`src/rtl/core/cdflex_pkg.sv`:
```
// Shared types and constants of the conditional directive fragment lexer.
// Depends on nothing; the front, queue, back, top level and checker refer to it by scoped names.
`default_nettype none

package cdflex_pkg;

    localparam int unsigned QUEUE_DEPTH = 4;
    localparam int unsigned QUEUE_AW    = $clog2(QUEUE_DEPTH);

    localparam logic [2:0]  KW_CAP    = 3'd7;
    localparam logic [7:0]  MAX_DEPTH = 8'd255;
    localparam logic [15:0] LEN_MAX   = 16'hFFFF;

    typedef enum logic [3:0] {
        PH_IDLE,
        PH_OPEN_BRACE,
        PH_OPEN_DOLLAR,
        PH_OPEN_KW,
        PH_OPEN_SKIP,
        PH_BODY,
        PH_BODY_BRACE,
        PH_BODY_KW,
        PH_BODY_SKIP,
        PH_TRAIL
    } cdflex_phase_t;

    typedef enum logic [1:0] {
        V_NONE = 2'd0,
        V_EXPR = 2'd1,
        V_STMT = 2'd2
    } cdflex_verdict_t;

    // A classified input byte as it travels from the front to the back.
    typedef struct packed {
        logic       start_req;
        logic       expr_allowed;
        logic       stmt_allowed;
        logic [7:0] lower;
        logic       is_letter;
        logic       is_ident;
        logic       is_nul;
        logic       is_lbrace;
        logic       is_rbrace;
        logic       is_dollar;
        logic       is_semi;
        logic       is_eol;
    } cdflex_item_t;

endpackage

`default_nettype wire

```
`src/rtl/core/cdflex_scan_if.sv`:
```
// Input channel of the lexer: one source byte and its scan context per item.
// Stands alone; used by the front and the top level.
`default_nettype none

interface cdflex_scan_if;
    logic       valid;
    logic       ready;
    logic       start_req;
    logic [7:0] char_code;
    logic       expr_allowed;
    logic       stmt_allowed;

    modport source (output valid, start_req, char_code, expr_allowed, stmt_allowed,
                    input ready);
    modport sink   (input valid, start_req, char_code, expr_allowed, stmt_allowed,
                    output ready);
endinterface

`default_nettype wire

```
`src/rtl/core/cdflex_result_if.sv`:
```
// Output channel of the lexer: one verdict and token length per item.
// Stands alone; used by the back and the top level.
`default_nettype none

interface cdflex_result_if;
    logic        valid;
    logic        ready;
    logic [1:0]  verdict;
    logic [15:0] token_length;

    modport source (output valid, verdict, token_length, input ready);
    modport sink   (input valid, verdict, token_length, output ready);
endinterface

`default_nettype wire

```
`src/rtl/core/cdflex_front.sv`:
```
// Front of the lexer: accepts bytes and classifies them for the scanner.
// Depends on cdflex_pkg and cdflex_scan_if.
`default_nettype none

module cdflex_front (
    cdflex_scan_if.sink           scan,
    input  logic                  q_full,
    output logic                  q_push,
    output cdflex_pkg::cdflex_item_t q_item
);

    localparam logic [7:0] CH_NUL    = 8'h00;
    localparam logic [7:0] CH_LF     = 8'h0A;
    localparam logic [7:0] CH_CR     = 8'h0D;
    localparam logic [7:0] CH_DOLLAR = 8'h24;
    localparam logic [7:0] CH_DOT    = 8'h2E;
    localparam logic [7:0] CH_SEMI   = 8'h3B;
    localparam logic [7:0] CH_UNDER  = 8'h5F;
    localparam logic [7:0] CH_LBRACE = 8'h7B;
    localparam logic [7:0] CH_RBRACE = 8'h7D;

    logic [7:0] c;
    logic       letter;
    logic       digit;

    assign c      = scan.char_code;
    assign letter = (c >= 8'h61 && c <= 8'h7A) || (c >= 8'h41 && c <= 8'h5A);
    assign digit  = (c >= 8'h30 && c <= 8'h39);

    assign scan.ready = !q_full;
    assign q_push     = scan.valid && !q_full;

    always_comb
    begin
        q_item.start_req    = scan.start_req;
        q_item.expr_allowed = scan.expr_allowed;
        q_item.stmt_allowed = scan.stmt_allowed;
        q_item.lower        = c | 8'h20;
        q_item.is_letter    = letter;
        q_item.is_ident     = letter || digit || c == CH_UNDER || c == CH_DOT;
        q_item.is_nul       = (c == CH_NUL);
        q_item.is_lbrace    = (c == CH_LBRACE);
        q_item.is_rbrace    = (c == CH_RBRACE);
        q_item.is_dollar    = (c == CH_DOLLAR);
        q_item.is_semi      = (c == CH_SEMI);
        q_item.is_eol       = (c == CH_LF) || (c == CH_CR);
    end

endmodule

`default_nettype wire

```
`src/rtl/core/cdflex_queue.sv`:
```
// Short queue of classified bytes between the front and the back.
// Depends on cdflex_pkg.
`default_nettype none

module cdflex_queue (
    input  logic                     clk,
    input  logic                     rst_n,
    input  logic                     push,
    input  cdflex_pkg::cdflex_item_t push_item,
    output logic                     full,
    input  logic                     pop,
    output logic                     pop_valid,
    output cdflex_pkg::cdflex_item_t pop_item
);

    localparam int unsigned AW = cdflex_pkg::QUEUE_AW;

    cdflex_pkg::cdflex_item_t mem_reg [cdflex_pkg::QUEUE_DEPTH];
    logic [AW-1:0] wr_ptr_reg, wr_ptr_next;
    logic [AW-1:0] rd_ptr_reg, rd_ptr_next;
    logic [AW:0]   count_reg, count_next;

    assign full      = (count_reg == (AW+1)'(cdflex_pkg::QUEUE_DEPTH));
    assign pop_valid = (count_reg != '0);
    assign pop_item  = mem_reg[rd_ptr_reg];

    always_comb
    begin
        wr_ptr_next = push ? wr_ptr_reg + 1'b1 : wr_ptr_reg;
        rd_ptr_next = pop ? rd_ptr_reg + 1'b1 : rd_ptr_reg;
        count_next  = count_reg + (AW+1)'(push) - (AW+1)'(pop);
    end

    always_ff @(posedge clk or negedge rst_n)
    begin
        if (!rst_n)
        begin
            wr_ptr_reg <= '0;
            rd_ptr_reg <= '0;
            count_reg  <= '0;
        end
        else
        begin
            wr_ptr_reg <= wr_ptr_next;
            rd_ptr_reg <= rd_ptr_next;
            count_reg  <= count_next;
        end
    end

    always_ff @(posedge clk)
    begin
        if (push)
        begin
            mem_reg[wr_ptr_reg] <= push_item;
        end
    end

endmodule

`default_nettype wire

```
`src/rtl/core/cdflex_back.sv`:
```
// Back of the lexer: the scan state machine and the result register.
// Depends on cdflex_pkg and cdflex_result_if.
`default_nettype none

module cdflex_back (
    input  logic                     clk,
    input  logic                     rst_n,
    input  logic                     q_valid,
    input  cdflex_pkg::cdflex_item_t q_item,
    output logic                     q_pop,
    cdflex_result_if.source          result
);

    localparam logic [55:0] KW_IF     = 56'h00_0000_0000_6669;
    localparam logic [55:0] KW_IFDEF  = 56'h00_0066_6564_6669;
    localparam logic [55:0] KW_IFNDEF = 56'h00_6665_646E_6669;
    localparam logic [55:0] KW_ENDIF  = 56'h00_0066_6964_6E65;
    localparam logic [55:0] KW_IFEND  = 56'h00_0064_6E65_6669;

    cdflex_pkg::cdflex_phase_t phase_reg, phase_next;
    logic [55:0] kw_reg, kw_next;
    logic [2:0]  cnt_reg, cnt_next;
    logic [7:0]  depth_reg, depth_next;
    logic        lb_reg, lb_next;
    logic        semi_reg, semi_next;
    logic        eok_reg, eok_next;
    logic        sok_reg, sok_next;
    logic [15:0] len_reg, len_next;

    logic                        emit;
    cdflex_pkg::cdflex_verdict_t emit_verdict;

    logic                        out_valid_reg, out_valid_next;
    cdflex_pkg::cdflex_verdict_t verdict_reg, verdict_next;
    logic [15:0]                 out_len_reg, out_len_next;

    logic opener;
    logic closer;

    assign q_pop = q_valid && (!out_valid_reg || result.ready);

    // Next scan state for the byte at the head of the queue.
    always_comb
    begin : step
        logic take;
        logic do_oskip;
        logic do_body;
        logic do_bskip;

        phase_next   = phase_reg;
        kw_next      = kw_reg;
        cnt_next     = cnt_reg;
        depth_next   = depth_reg;
        lb_next      = lb_reg;
        semi_next    = semi_reg;
        eok_next     = eok_reg;
        sok_next     = sok_reg;
        take         = 1'b0;
        emit         = 1'b0;
        emit_verdict = cdflex_pkg::V_NONE;
        do_oskip     = 1'b0;
        do_body      = 1'b0;
        do_bskip     = 1'b0;
        opener       = 1'b0;
        closer       = 1'b0;

        if (q_item.start_req)
        begin
            phase_next = cdflex_pkg::PH_OPEN_BRACE;
            kw_next    = '0;
            cnt_next   = '0;
            depth_next = '0;
            lb_next    = 1'b0;
            semi_next  = 1'b0;
            eok_next   = q_item.expr_allowed;
            sok_next   = q_item.stmt_allowed;
        end

        opener = (cnt_next == 3'd2 && kw_next == KW_IF)
              || (cnt_next == 3'd5 && kw_next == KW_IFDEF)
              || (cnt_next == 3'd6 && kw_next == KW_IFNDEF);
        closer = (cnt_next == 3'd5 && (kw_next == KW_ENDIF || kw_next == KW_IFEND));

        case (phase_next)
            cdflex_pkg::PH_OPEN_BRACE:
            begin
                if ((!eok_next && !sok_next) || !q_item.is_lbrace)
                begin
                    emit = 1'b1;
                end
                else
                begin
                    take       = 1'b1;
                    phase_next = cdflex_pkg::PH_OPEN_DOLLAR;
                end
            end
            cdflex_pkg::PH_OPEN_DOLLAR:
            begin
                if (!q_item.is_dollar)
                begin
                    emit = 1'b1;
                end
                else
                begin
                    take       = 1'b1;
                    kw_next    = '0;
                    cnt_next   = '0;
                    phase_next = cdflex_pkg::PH_OPEN_KW;
                end
            end
            cdflex_pkg::PH_OPEN_KW:
            begin
                if (cnt_next < cdflex_pkg::KW_CAP && q_item.is_letter)
                begin
                    kw_next  = kw_next | ({48'b0, q_item.lower} << {cnt_next, 3'b000});
                    cnt_next = cnt_next + 3'd1;
                    take     = 1'b1;
                end
                else if (!opener)
                begin
                    emit = 1'b1;
                end
                else
                begin
                    do_oskip = 1'b1;
                end
            end
            cdflex_pkg::PH_OPEN_SKIP:
            begin
                do_oskip = 1'b1;
            end
            cdflex_pkg::PH_BODY:
            begin
                do_body = 1'b1;
            end
            cdflex_pkg::PH_BODY_BRACE:
            begin
                if (q_item.is_dollar)
                begin
                    take       = 1'b1;
                    kw_next    = '0;
                    cnt_next   = '0;
                    phase_next = cdflex_pkg::PH_BODY_KW;
                end
                else
                begin
                    do_body = 1'b1;
                end
            end
            cdflex_pkg::PH_BODY_KW:
            begin
                if (cnt_next < cdflex_pkg::KW_CAP && q_item.is_letter)
                begin
                    kw_next  = kw_next | ({48'b0, q_item.lower} << {cnt_next, 3'b000});
                    cnt_next = cnt_next + 3'd1;
                    take     = 1'b1;
                end
                else if (opener && depth_next == cdflex_pkg::MAX_DEPTH)
                begin
                    emit = 1'b1;
                end
                else
                begin
                    if (opener)
                    begin
                        depth_next = depth_next + 8'd1;
                    end
                    else if (closer && depth_next != '0)
                    begin
                        depth_next = depth_next - 8'd1;
                    end
                    do_bskip = 1'b1;
                end
            end
            cdflex_pkg::PH_BODY_SKIP:
            begin
                do_bskip = 1'b1;
            end
            cdflex_pkg::PH_TRAIL:
            begin
                if (q_item.is_ident)
                begin
                    take = 1'b1;
                end
                else
                begin
                    emit         = 1'b1;
                    emit_verdict = cdflex_pkg::V_EXPR;
                end
            end
            default:
            begin
                phase_next = cdflex_pkg::PH_IDLE;
            end
        endcase

        if (do_oskip)
        begin
            if (q_item.is_nul)
            begin
                emit = 1'b1;
            end
            else
            begin
                take = 1'b1;
                if (q_item.is_rbrace)
                begin
                    depth_next = 8'd1;
                    phase_next = cdflex_pkg::PH_BODY;
                end
                else
                begin
                    phase_next = cdflex_pkg::PH_OPEN_SKIP;
                end
            end
        end

        if (do_body)
        begin
            if (q_item.is_nul)
            begin
                emit = 1'b1;
            end
            else
            begin
                take = 1'b1;
                if (q_item.is_lbrace)
                begin
                    phase_next = cdflex_pkg::PH_BODY_BRACE;
                end
                else
                begin
                    phase_next = cdflex_pkg::PH_BODY;
                    lb_next    = lb_next || q_item.is_eol;
                    semi_next  = semi_next || (q_item.is_semi && depth_next == 8'd1);
                end
            end
        end

        if (do_bskip)
        begin
            if (q_item.is_nul)
            begin
                emit = 1'b1;
            end
            else
            begin
                take       = 1'b1;
                phase_next = cdflex_pkg::PH_BODY_SKIP;
                if (q_item.is_rbrace)
                begin
                    if (depth_next != '0)
                    begin
                        phase_next = cdflex_pkg::PH_BODY;
                    end
                    else if (lb_next)
                    begin
                        emit = 1'b1;
                    end
                    else if (semi_next && sok_next)
                    begin
                        emit         = 1'b1;
                        emit_verdict = cdflex_pkg::V_STMT;
                    end
                    else if (!eok_next)
                    begin
                        emit = 1'b1;
                    end
                    else
                    begin
                        phase_next = cdflex_pkg::PH_TRAIL;
                    end
                end
            end
        end

        len_next = q_item.start_req ? '0 : len_reg;
        if (take && len_next != cdflex_pkg::LEN_MAX)
        begin
            len_next = len_next + 16'd1;
        end

        if (emit)
        begin
            phase_next = cdflex_pkg::PH_IDLE;
        end
    end

    // Result register: loads on a deciding byte, drains when the sink takes it.
    always_comb
    begin
        out_valid_next = out_valid_reg && !result.ready;
        verdict_next   = verdict_reg;
        out_len_next   = out_len_reg;
        if (q_pop && emit)
        begin
            out_valid_next = 1'b1;
            verdict_next   = emit_verdict;
            out_len_next   = (emit_verdict == cdflex_pkg::V_NONE) ? '0 : len_next;
        end
    end

    assign result.valid        = out_valid_reg;
    assign result.verdict      = verdict_reg;
    assign result.token_length = out_len_reg;

    always_ff @(posedge clk or negedge rst_n)
    begin
        if (!rst_n)
        begin
            phase_reg     <= cdflex_pkg::PH_IDLE;
            cnt_reg       <= '0;
            depth_reg     <= '0;
            lb_reg        <= 1'b0;
            semi_reg      <= 1'b0;
            eok_reg       <= 1'b0;
            sok_reg       <= 1'b0;
            len_reg       <= '0;
            out_valid_reg <= 1'b0;
        end
        else
        begin
            if (q_pop)
            begin
                phase_reg <= phase_next;
                cnt_reg   <= cnt_next;
                depth_reg <= depth_next;
                lb_reg    <= lb_next;
                semi_reg  <= semi_next;
                eok_reg   <= eok_next;
                sok_reg   <= sok_next;
                len_reg   <= len_next;
            end
            out_valid_reg <= out_valid_next;
        end
    end

    always_ff @(posedge clk)
    begin
        if (q_pop)
        begin
            kw_reg <= kw_next;
        end
        verdict_reg <= verdict_next;
        out_len_reg <= out_len_next;
    end

endmodule

`default_nettype wire

```
`src/rtl/core/conditional_directive_fragment_lexer_unit.sv`:
```
// Top level of the conditional directive fragment lexer.
// Depends on cdflex_pkg, the two channel interfaces, front, queue and back.
`default_nettype none

// The lexer takes one source byte per cycle on scan and gives at most one
// verdict per scan attempt on result: no token, an expression fragment or a
// statement fragment, with its length in bytes saturated at 65535. A byte
// reaches the scan state machine through a four-item queue, and the verdict
// it decides loads the result register in the cycle after the byte is taken.
// The state machine takes one byte per cycle whenever the result register is
// free or being drained, so throughput is one item per cycle; scan drops
// ready only when the queue is full because result is held off.

module conditional_directive_fragment_lexer_unit (
    input  logic            clk,
    input  logic            rst_n,
    cdflex_scan_if.sink     scan,
    cdflex_result_if.source result
);

    localparam logic [15:0] MIN_EXPR_LEN = 16'd13;
    localparam logic [15:0] MIN_STMT_LEN = 16'd14;

    logic                     q_full;
    logic                     q_push;
    cdflex_pkg::cdflex_item_t push_item;
    logic                     q_pop;
    logic                     q_valid;
    cdflex_pkg::cdflex_item_t pop_item;

    cdflex_front u_front (
        .scan   (scan),
        .q_full (q_full),
        .q_push (q_push),
        .q_item (push_item)
    );

    cdflex_queue u_queue (
        .clk       (clk),
        .rst_n     (rst_n),
        .push      (q_push),
        .push_item (push_item),
        .full      (q_full),
        .pop       (q_pop),
        .pop_valid (q_valid),
        .pop_item  (pop_item)
    );

    cdflex_back u_back (
        .clk     (clk),
        .rst_n   (rst_n),
        .q_valid (q_valid),
        .q_item  (pop_item),
        .q_pop   (q_pop),
        .result  (result)
    );

    a_none_has_no_length: assert property (@(posedge clk) disable iff (!rst_n)
        result.valid && result.verdict == cdflex_pkg::V_NONE |-> result.token_length == '0)
        else $error("rejection carries a nonzero length");

    a_stmt_min_length: assert property (@(posedge clk) disable iff (!rst_n)
        result.valid && result.verdict == cdflex_pkg::V_STMT
        |-> result.token_length >= MIN_STMT_LEN)
        else $error("statement fragment shorter than the smallest span");

    a_expr_min_length: assert property (@(posedge clk) disable iff (!rst_n)
        result.valid && result.verdict == cdflex_pkg::V_EXPR
        |-> result.token_length >= MIN_EXPR_LEN)
        else $error("expression fragment shorter than the smallest span");

    a_no_pop_when_empty: assert property (@(posedge clk) disable iff (!rst_n)
        q_pop |-> q_valid && (!result.valid || result.ready))
        else $error("scanner consumed an item it did not have");

endmodule

`default_nettype wire

```
`src/flat_wrapper.sv`:
```
// flat-port wrapper written by rule: the top's interface ports become plain ports
module conditional_directive_fragment_lexer_unit_flat 
  (clk, rst_n, scan_valid, scan_start_req, scan_char_code, scan_expr_allowed, scan_stmt_allowed, scan_ready, result_valid, result_verdict, result_token_length, result_ready);
  cdflex_scan_if scan_i ();
  cdflex_result_if result_i ();
  input  logic clk;
  input  logic rst_n;
  input wire logic [$bits(scan_i.valid)-1:0] scan_valid;
  input wire logic [$bits(scan_i.start_req)-1:0] scan_start_req;
  input wire logic [$bits(scan_i.char_code)-1:0] scan_char_code;
  input wire logic [$bits(scan_i.expr_allowed)-1:0] scan_expr_allowed;
  input wire logic [$bits(scan_i.stmt_allowed)-1:0] scan_stmt_allowed;
  output wire logic [$bits(scan_i.ready)-1:0] scan_ready;
  output wire logic [$bits(result_i.valid)-1:0] result_valid;
  output wire logic [$bits(result_i.verdict)-1:0] result_verdict;
  output wire logic [$bits(result_i.token_length)-1:0] result_token_length;
  input wire logic [$bits(result_i.ready)-1:0] result_ready;
  assign scan_i.valid = scan_valid;
  assign scan_i.start_req = scan_start_req;
  assign scan_i.char_code = scan_char_code;
  assign scan_i.expr_allowed = scan_expr_allowed;
  assign scan_i.stmt_allowed = scan_stmt_allowed;
  assign scan_ready = scan_i.ready;
  assign result_valid = result_i.valid;
  assign result_verdict = result_i.verdict;
  assign result_token_length = result_i.token_length;
  assign result_i.ready = result_ready;
  conditional_directive_fragment_lexer_unit u_core (.clk(clk), .rst_n(rst_n), .scan(scan_i), .result(result_i));
endmodule
```
`config.mk`:
```
export PLATFORM = sky130hd
export DESIGN_NAME = conditional_directive_fragment_lexer_unit_flat
export DESIGN_NICKNAME = d
export VERILOG_FILES = /design/src/rtl/core/cdflex_pkg.sv /design/src/rtl/core/cdflex_scan_if.sv /design/src/rtl/core/cdflex_result_if.sv /design/src/rtl/core/cdflex_front.sv /design/src/rtl/core/cdflex_queue.sv /design/src/rtl/core/cdflex_back.sv /design/src/rtl/core/conditional_directive_fragment_lexer_unit.sv /design/src/flat_wrapper.sv
export SDC_FILE = /design/constraint.sdc
export NUM_CORES = 1
export LEC_CHECK = 0
export BUFFER_PORTS_ARGS = -buffer_cell sky130_fd_sc_hd__buf_2
export CORE_ASPECT_RATIO = 0.5
export CORE_MARGIN = 8
export CORE_UTILIZATION = 55
export DETAILED_ROUTE_END_ITERATION = 6
export GPL_TIMING_DRIVEN = 0
export PLACE_DENSITY = 0.75
export SLEW_MARGIN = 20
export SYNTH_ARGS = -nofsm -noshare
export SYNTH_HDL_FRONTEND = slang
export SYNTH_SLANG_ARGS = --single-unit
export TNS_END_PERCENT = 1
```
`constraint.sdc`:
```
create_clock -name clk -period 6 [get_ports clk]
set_input_delay 0.6 -clock clk [delete_from_list [all_inputs] [get_ports clk]]
set_output_delay 0.6 -clock clk [all_outputs]
set_load 0.005 [all_outputs]
```
==> results.ini, run 1 <==
[run_status]
run_status = completed

[worst_setup_path]
critical_path.n_buffers_inverters = 3
cell_breakdown_of_the_critical_path = mux2i_1, mux2_4, nand2_1, inv_1, ha_1, nor4b_1, nand4_1, a2111oi_4, buf_4, o2111ai_1, and3_1, or4b_1, a211oi_2, nand4b_1, o31a_1, buf_6, nor2_1
start_to_end_type_of_the_worst_setup_path = flop to flop
worstRegToRegCells = 17
crit_path_max_delay_family = simple AND/OR/NAND/NOR gates
worstSetupPathDepth = 17
cp-end-kind = flop
path_max_fanout = 22
timing.critical_path.from_type = flop
worst-endpoint-required_ps = 6290
cp_slowest_cell = sky130_fd_sc_hd__dfrtp_2
worst-endpoint-arrival_ps = 5800
max_stage_delay_ps = 570

[global_routing]
grt_start_max_net_pins = 58
grt_pass1_wl_um = 39700
global_route.usage.met3 = 0.0511
grt.overflow.total = 0
met1_usage = 0.302
global_route.usage.met2 = 0.336
grt_antenna_before_repair = 0
first_global_vias = 7439
gr_busiest_metal = met2
global_route.usage.total = 0.220

[timing]
hold_violations = 0
worst_clock_skew_ps = 12.7
maxSlewHeadroom = 0.223
fmax_mhz = 182
final.period_utilization = 0.918
timing_worst_slew_pin_value_ps = 1160
setup-violations-final = 0
post-route-min-period_ps = 5510
rsz0062_at_grt = false
maxSlewViolCount = 0

[cells_and_area]
largest_register_ff_count = 72
layout.cells.non_filler = 1188
finalNetCount = 972
post-route-util = 0.630
final_layout_size_suffix_gt1_frac = 0.114
antenna-diode-count = 0
layout.filler_cells = 1370
syn_to_final_growth_pct = 11.6

[detailed_routing]
drt_pre_antenna_iters = 6
vias = 7782
postRouteWirelength_um = 25200
routedWlPerCell_um = 21.2
drtIter0Drc = 892
vias_per_cell = 6.55
drt_drc = 0
drt.antenna.violating_nets = 0

[logic_synthesis]
ys_seq_elements = 189
syn-mean-instance-area_um2 = 11.1
post_synthesis_async_set_or_reset_flop_share = 0.228
synth_top_cells_by_area = sky130_fd_sc_hd__edfxtp_1, sky130_fd_sc_hd__dfrtp_1, sky130_fd_sc_hd__nand2_1
ys_top_cells_by_count = sky130_fd_sc_hd__edfxtp_1, sky130_fd_sc_hd__nand2_1, sky130_fd_sc_hd__nor2_1, sky130_fd_sc_hd__o21ai_0, sky130_fd_sc_hd__dfrtp_1
synth_fp_nets = 920
synth-edff-count = 146
syn_area_um2 = 9850
seq_area_frac_synth = 0.554
synth.top_cell.area_share = 0.445
post_synth_inst_count = 889
yosys_warnings = 0
synth.most_common_cell = sky130_fd_sc_hd__edfxtp_1
yosys.area.top_type = sky130_fd_sc_hd__edfxtp_1
synth-main-ff-cell = sky130_fd_sc_hd__edfxtp_1
yosysUniqueCellTypes = 77

[flow_run]
maxCapViolCount = 0

[power]
max-vdd-ir-drop_uv = 254
power-per-cell-area_nw_per_um2 = 474
cellLeakagePower_uw = 0.00399

[cts]
inserted_clock_buffers = 17
cts_num_sinks = 189
clock_latency_ps = 450
htree_levels = 4
cts_max_path_buffers = 2
clockRootBuffer = sky130_fd_sc_hd__clkbuf_16
clk_pin_slew_worst_setup_hold_paths_ps = 80
holdBufCountCts = 0
tritoncts = yes

[placed_design]
dp.cells = 1159
gp_congestion = 0.931
portBuffers = 34
hpwlAfterDp_um = 17500

[hold_path]
worstHoldPathType = primary input to async pin

[floorplan]
ioPinCount = 35
rows = 34
core_um2 = 17400
die-width_um = 205
die_area_um2 = 22700
initial_core_util = 0.565
die_height_um = 111

cells in the final DEF (no fill, tap or decap), types with 15 or more instances in the layout:
cell                        count
sky130_fd_sc_hd__edfxtp_1     146
sky130_fd_sc_hd__nand2_1      111
sky130_fd_sc_hd__nor2_1        81
sky130_fd_sc_hd__o21ai_0       65
sky130_fd_sc_hd__dfrtp_1       42
sky130_fd_sc_hd__buf_2         34
sky130_fd_sc_hd__clkbuf_1      30
sky130_fd_sc_hd__a21oi_1       30
sky130_fd_sc_hd__nand3_1       28
sky130_fd_sc_hd__a22o_1        27
sky130_fd_sc_hd__nand4_1       22
sky130_fd_sc_hd__nor3_1        20
sky130_fd_sc_hd__inv_1         18
sky130_fd_sc_hd__mux4_2        18
sky130_fd_sc_hd__and3_1        18
sky130_fd_sc_hd__nor4_1        17
sky130_fd_sc_hd__clkbuf_16     17
sky130_fd_sc_hd__xnor2_1       15
sky130_fd_sc_hd__ha_1          15
final timing paths:
check                           slack [ps]                                    end                          from
min in group clk                       370          u_core.u_queue.mem_reg[2][15]             scan_stmt_allowed
worst max-delay path                   490  u_core.u_back.result.token_length[13]  u_core.u_queue.rd_ptr_reg[1]
worst min register to register         530              u_core.u_back.len_reg[10]     u_core.u_back.len_reg[10]
max in group asynchronous             5420           u_core.u_queue.rd_ptr_reg[1]                         rst_n
worst min-delay path                   150               u_core.u_back.len_reg[3]                         rst_n
worst max register to register         490  u_core.u_back.result.token_length[13]  u_core.u_queue.rd_ptr_reg[1]
cell families after synthesis:
logic type,synth area share
simple gates,0.187
compound gates,0.145
flops,0.554
buf+inv,0.0239
xor+xnor,0.0213
mux,0.0476
fa+ha+maj,0.0211
what timing repair did:
action	4_1_cts	5_1_grt
endpoints found under the setup margin	57	39
pin swaps	1	1
buffers inserted	0	1
gates resized for setup	8	2
gates cloned	0	0
power by group:
group	total [uW]	leakage (uW)	switching, uW	internal, uW
Combinational	1900	0.00167	1260	641
Sequential	2190	0.00203	249	1940
Clock	1130	0.000289	557	569
per-stage QoR:
stage	hold slack (ps)	setup slack, ps	setup TNS [ps]	total power, uW	instance area, um2
CTS	362	97.5	0	5190	11000
finish	153	495	0	5210	11000
global placement	500	-1870	-66870	3980	10300
global route	196	82.2	0	5460	11000
floorplan	304	77.2	0	3370	9850
detailed placement	511	-1230	-54600	4050	10400
cell type report:
class                           instances  area [um2]  area share
Sequential cell                       189        5460       0.497
Multi-Input combinational cell        640        4210       0.382
Clock buffer                           19         443      0.0403
Tap cell                              234         293      0.0266
Timing Repair Buffer                   37         219      0.0199
Buffer                                 37         155      0.0141
Clock inverter                         13         146      0.0133
Inverter                               19        71.3     0.00649
metal layers:
metal / up-vias / share of wire
met5: - / 0
met4: 0 / 0.019
met3: 48 / 0.089
met2: 431 / 0.46
met1: 3794 / 0.44
li1: 3509 / -
Power figures use the tool's default switching activity.
==> inputs of run 2 (changes only) <==
- CTS_BUF_LIST: default -> sky130_fd_sc_hd__clkbuf_16
==> run 2 against run 1 <==
Compared with the run above: sequential power is essentially flat; critical path depth is the same; highest routed layer unchanged; total power shrank 0.44%; clock skew shrank 1.1 ps; register-to-register slack lost 20 ps; largest cell class unchanged; count of clock-buffer cells in the layout shrank 2; core utilization shrank 0.057 points; fmax shrank 0.40%.
==> results.ini, run 2 (synthesized netlist as in run 1, its figures left out) <==
[cts]
clk_pin_slew_worst_setup_hold_paths_ps = 70  ; about the same
clockRootBuffer = sky130_fd_sc_hd__clkbuf_16
inserted_clock_buffers = 17  ; unchanged
holdBufCountCts = 0  ; unchanged
htree_levels = 4  ; unchanged
cts_num_sinks = 189  ; unchanged
clock_latency_ps = 450  ; about the same
cts_max_path_buffers = 2  ; unchanged
tritoncts = yes

[cells_and_area]
layout.filler_cells = 1370  ; unchanged
antenna-diode-count = 0  ; unchanged
final_layout_size_suffix_gt1_frac = 0.113  ; -0.00105
largest_register_ff_count = 72  ; unchanged
commonest_non_fill_non_tap_cells_in_the_layout = sky130_fd_sc_hd__edfxtp_1, sky130_fd_sc_hd__nand2_1, sky130_fd_sc_hd__nor2_1
post-route-util = 0.630  ; about the same
syn_to_final_growth_pct = 11.5  ; about the same
finalNetCount = 972  ; unchanged
layout_commonest_cell = sky130_fd_sc_hd__edfxtp_1
multi_input_area_um2 = 4210  ; unchanged
sequential_cell_area_um2 = 5460  ; unchanged

[worst_setup_path]
rrSetupSlack_ps = 470  ; -20 ps
worstSetupEndpoint = u_core.u_back.result.token_length[13]
worstSetupStartpoint = u_core.u_queue.rd_ptr_reg[1]
path_max_fanout = 22  ; unchanged
worst-endpoint-required_ps = 6290  ; about the same
critical_path.n_buffers_inverters = 3  ; unchanged
crit_path_max_delay_family = simple AND/OR/NAND/NOR gates
timing.critical_path.from_type = flop
cell_breakdown_of_the_critical_path = mux2i_1, mux2_4, nand2_1, inv_1, ha_1, nor4b_1, nand4_1, a2111oi_4, buf_4, o2111ai_1, and3_1, or4b_1, a211oi_2, nand4b_1, o31a_1, buf_6, nor2_1
critical_path.reg2reg.startpoint = u_core.u_queue.rd_ptr_reg[1]
worstRegToRegCells = 17  ; unchanged
cp-end-kind = flop
cp_slowest_cell = sky130_fd_sc_hd__dfrtp_2
start_to_end_type_of_the_worst_setup_path = flop to flop
regToRegEndpoint = u_core.u_back.result.token_length[13]
worstSetupPathDepth = 17  ; unchanged
max_stage_delay_ps = 570  ; about the same
worst-endpoint-arrival_ps = 5820  ; +20 ps

[timing]
post-route-min-period_ps = 5530  ; +22.2 ps
maxSlewViolCount = 0  ; unchanged
rsz0062_at_grt = false
fmax_mhz = 181  ; -0.40%
final.period_utilization = 0.921  ; +0.00369
maxSlewHeadroom = 0.244  ; +0.0208
hold_violations = 0  ; unchanged
timing_worst_slew_pin_value_ps = 1120  ; -30.9 ps
setup-violations-final = 0  ; unchanged
worst_clock_skew_ps = 11.6  ; -1.14 ps

[detailed_routing]
drt_pre_antenna_iters = 5  ; -1
postRouteWirelength_um = 25200  ; unchanged
routedWlPerCell_um = 21.2  ; unchanged
drt.antenna.violating_nets = 0  ; unchanged
drt_drc = 0  ; unchanged
vias_per_cell = 6.59  ; +0.58%
vias = 7827  ; +0.58%
drtIter0Drc = 897  ; +0.56%

[power]
cell_internal_pwr_uw = 3130  ; -0.46%
max-vdd-ir-drop_uv = 255  ; +0.34%
power_switching_share = 0.396  ; about the same
power.share.combinational = 0.365  ; about the same
power-per-cell-area_nw_per_um2 = 472  ; -0.35%
power.share.clock = 0.214  ; -0.002
seqPwrFrac = 0.422  ; +0.002
cellLeakagePower_uw = 0.00399  ; about the same
power_switching_uw = 2050  ; -0.41%
post-layout-total-power_uw = 5190  ; -0.44%

[global_routing]
first_global_vias = 7446  ; +0.094%
grt_antenna_before_repair = 0  ; unchanged
global_route.usage.total = 0.220  ; about the same
grt.overflow.total = 0  ; unchanged
grt_start_max_net_pins = 58  ; unchanged
grt_pass1_wl_um = 39800  ; about the same

[floorplan]
die-width_um = 205  ; unchanged
die_height_um = 111  ; unchanged
core_um2 = 17400  ; unchanged
initial_core_util = 0.565  ; unchanged
rows = 34  ; unchanged
ioPinCount = 35  ; unchanged
die_area_um2 = 22700  ; unchanged

[run_status]
run_status = completed

[placed_design]
gp_congestion = 0.931  ; unchanged
hpwlAfterDp_um = 17500  ; unchanged
portBuffers = 34  ; unchanged

[flow_run]
maxCapViolCount = 0  ; unchanged

[hold_path]
worstHoldPathType = primary input to async pin

-- run 2: cell types whose count changed in the layout (fill, tap and decap cells not counted), sizes merged --
cell / change
clkbuf: -2
clkinv: +1
inv: +1
-- run 2: worst min-delay path by stage --
stage	startpoint	end	cells past startpoint
after global routing	rst_n	u_core.u_queue.wr_ptr_reg[1]	1
after global placement	u_core.u_back.lb_reg	u_core.u_back.lb_reg	2
after detailed placement	u_core.u_back.semi_reg	u_core.u_back.semi_reg	2
after CTS	rst_n	u_core.u_queue.count_reg[2]	1
after floorplan	rst_n	u_core.u_back.cnt_reg[0]	0
final	rst_n	u_core.u_queue.count_reg[2]	1
-- run 2: metal layers --
metal  wire length (um)  GRT usage  share of wire
met5                  0          0              0
met4                454     0.0829          0.018
met3               2470     0.0511          0.098
met2              11500      0.336           0.46
met1              10800      0.302           0.43
-- run 2: cell type report --
type                            count  area share
Sequential cell                   189       0.497
Multi-Input combinational cell    640       0.383
Clock buffer                       17      0.0387
Tap cell                          234      0.0267
Timing Repair Buffer               37      0.0199
Buffer                             37      0.0141
Clock inverter                     15      0.0140
Inverter                           19     0.00649
-- run 2: power by group through the flow --
stage                     clock [uW]  sequential, uW  combinational, uW
final                           1110            2190               1890
after global routing            1160            2220               2060
after CTS                       1120            2180               1880
after detailed placement           0            2190               1870
after global placement             0            2190               1790
after floorplan                    0            2130               1240
-- run 2: repair_timing --
item / 4_1_cts / 5_1_grt
pin swaps: 1 / 1
setup endpoints to repair: 57 / 39
resized for setup: 8 / 2
setup buffers: 0 / 1
-- run 2: metrics by stage --
step,std cells,worst slack (ps),setup TNS [ps],hold WS [ps],instance area [um2]
after floorplan,889,77.2,0,304,9850
after global placement,1157,-1870,-66870,500,10300
after detailed placement,1159,-1230,-54600,511,10400
after CTS,1188,97.5,0,362,11000
after global routing,1188,82.2,0,196,11000
final,1188,473,0,156,11000
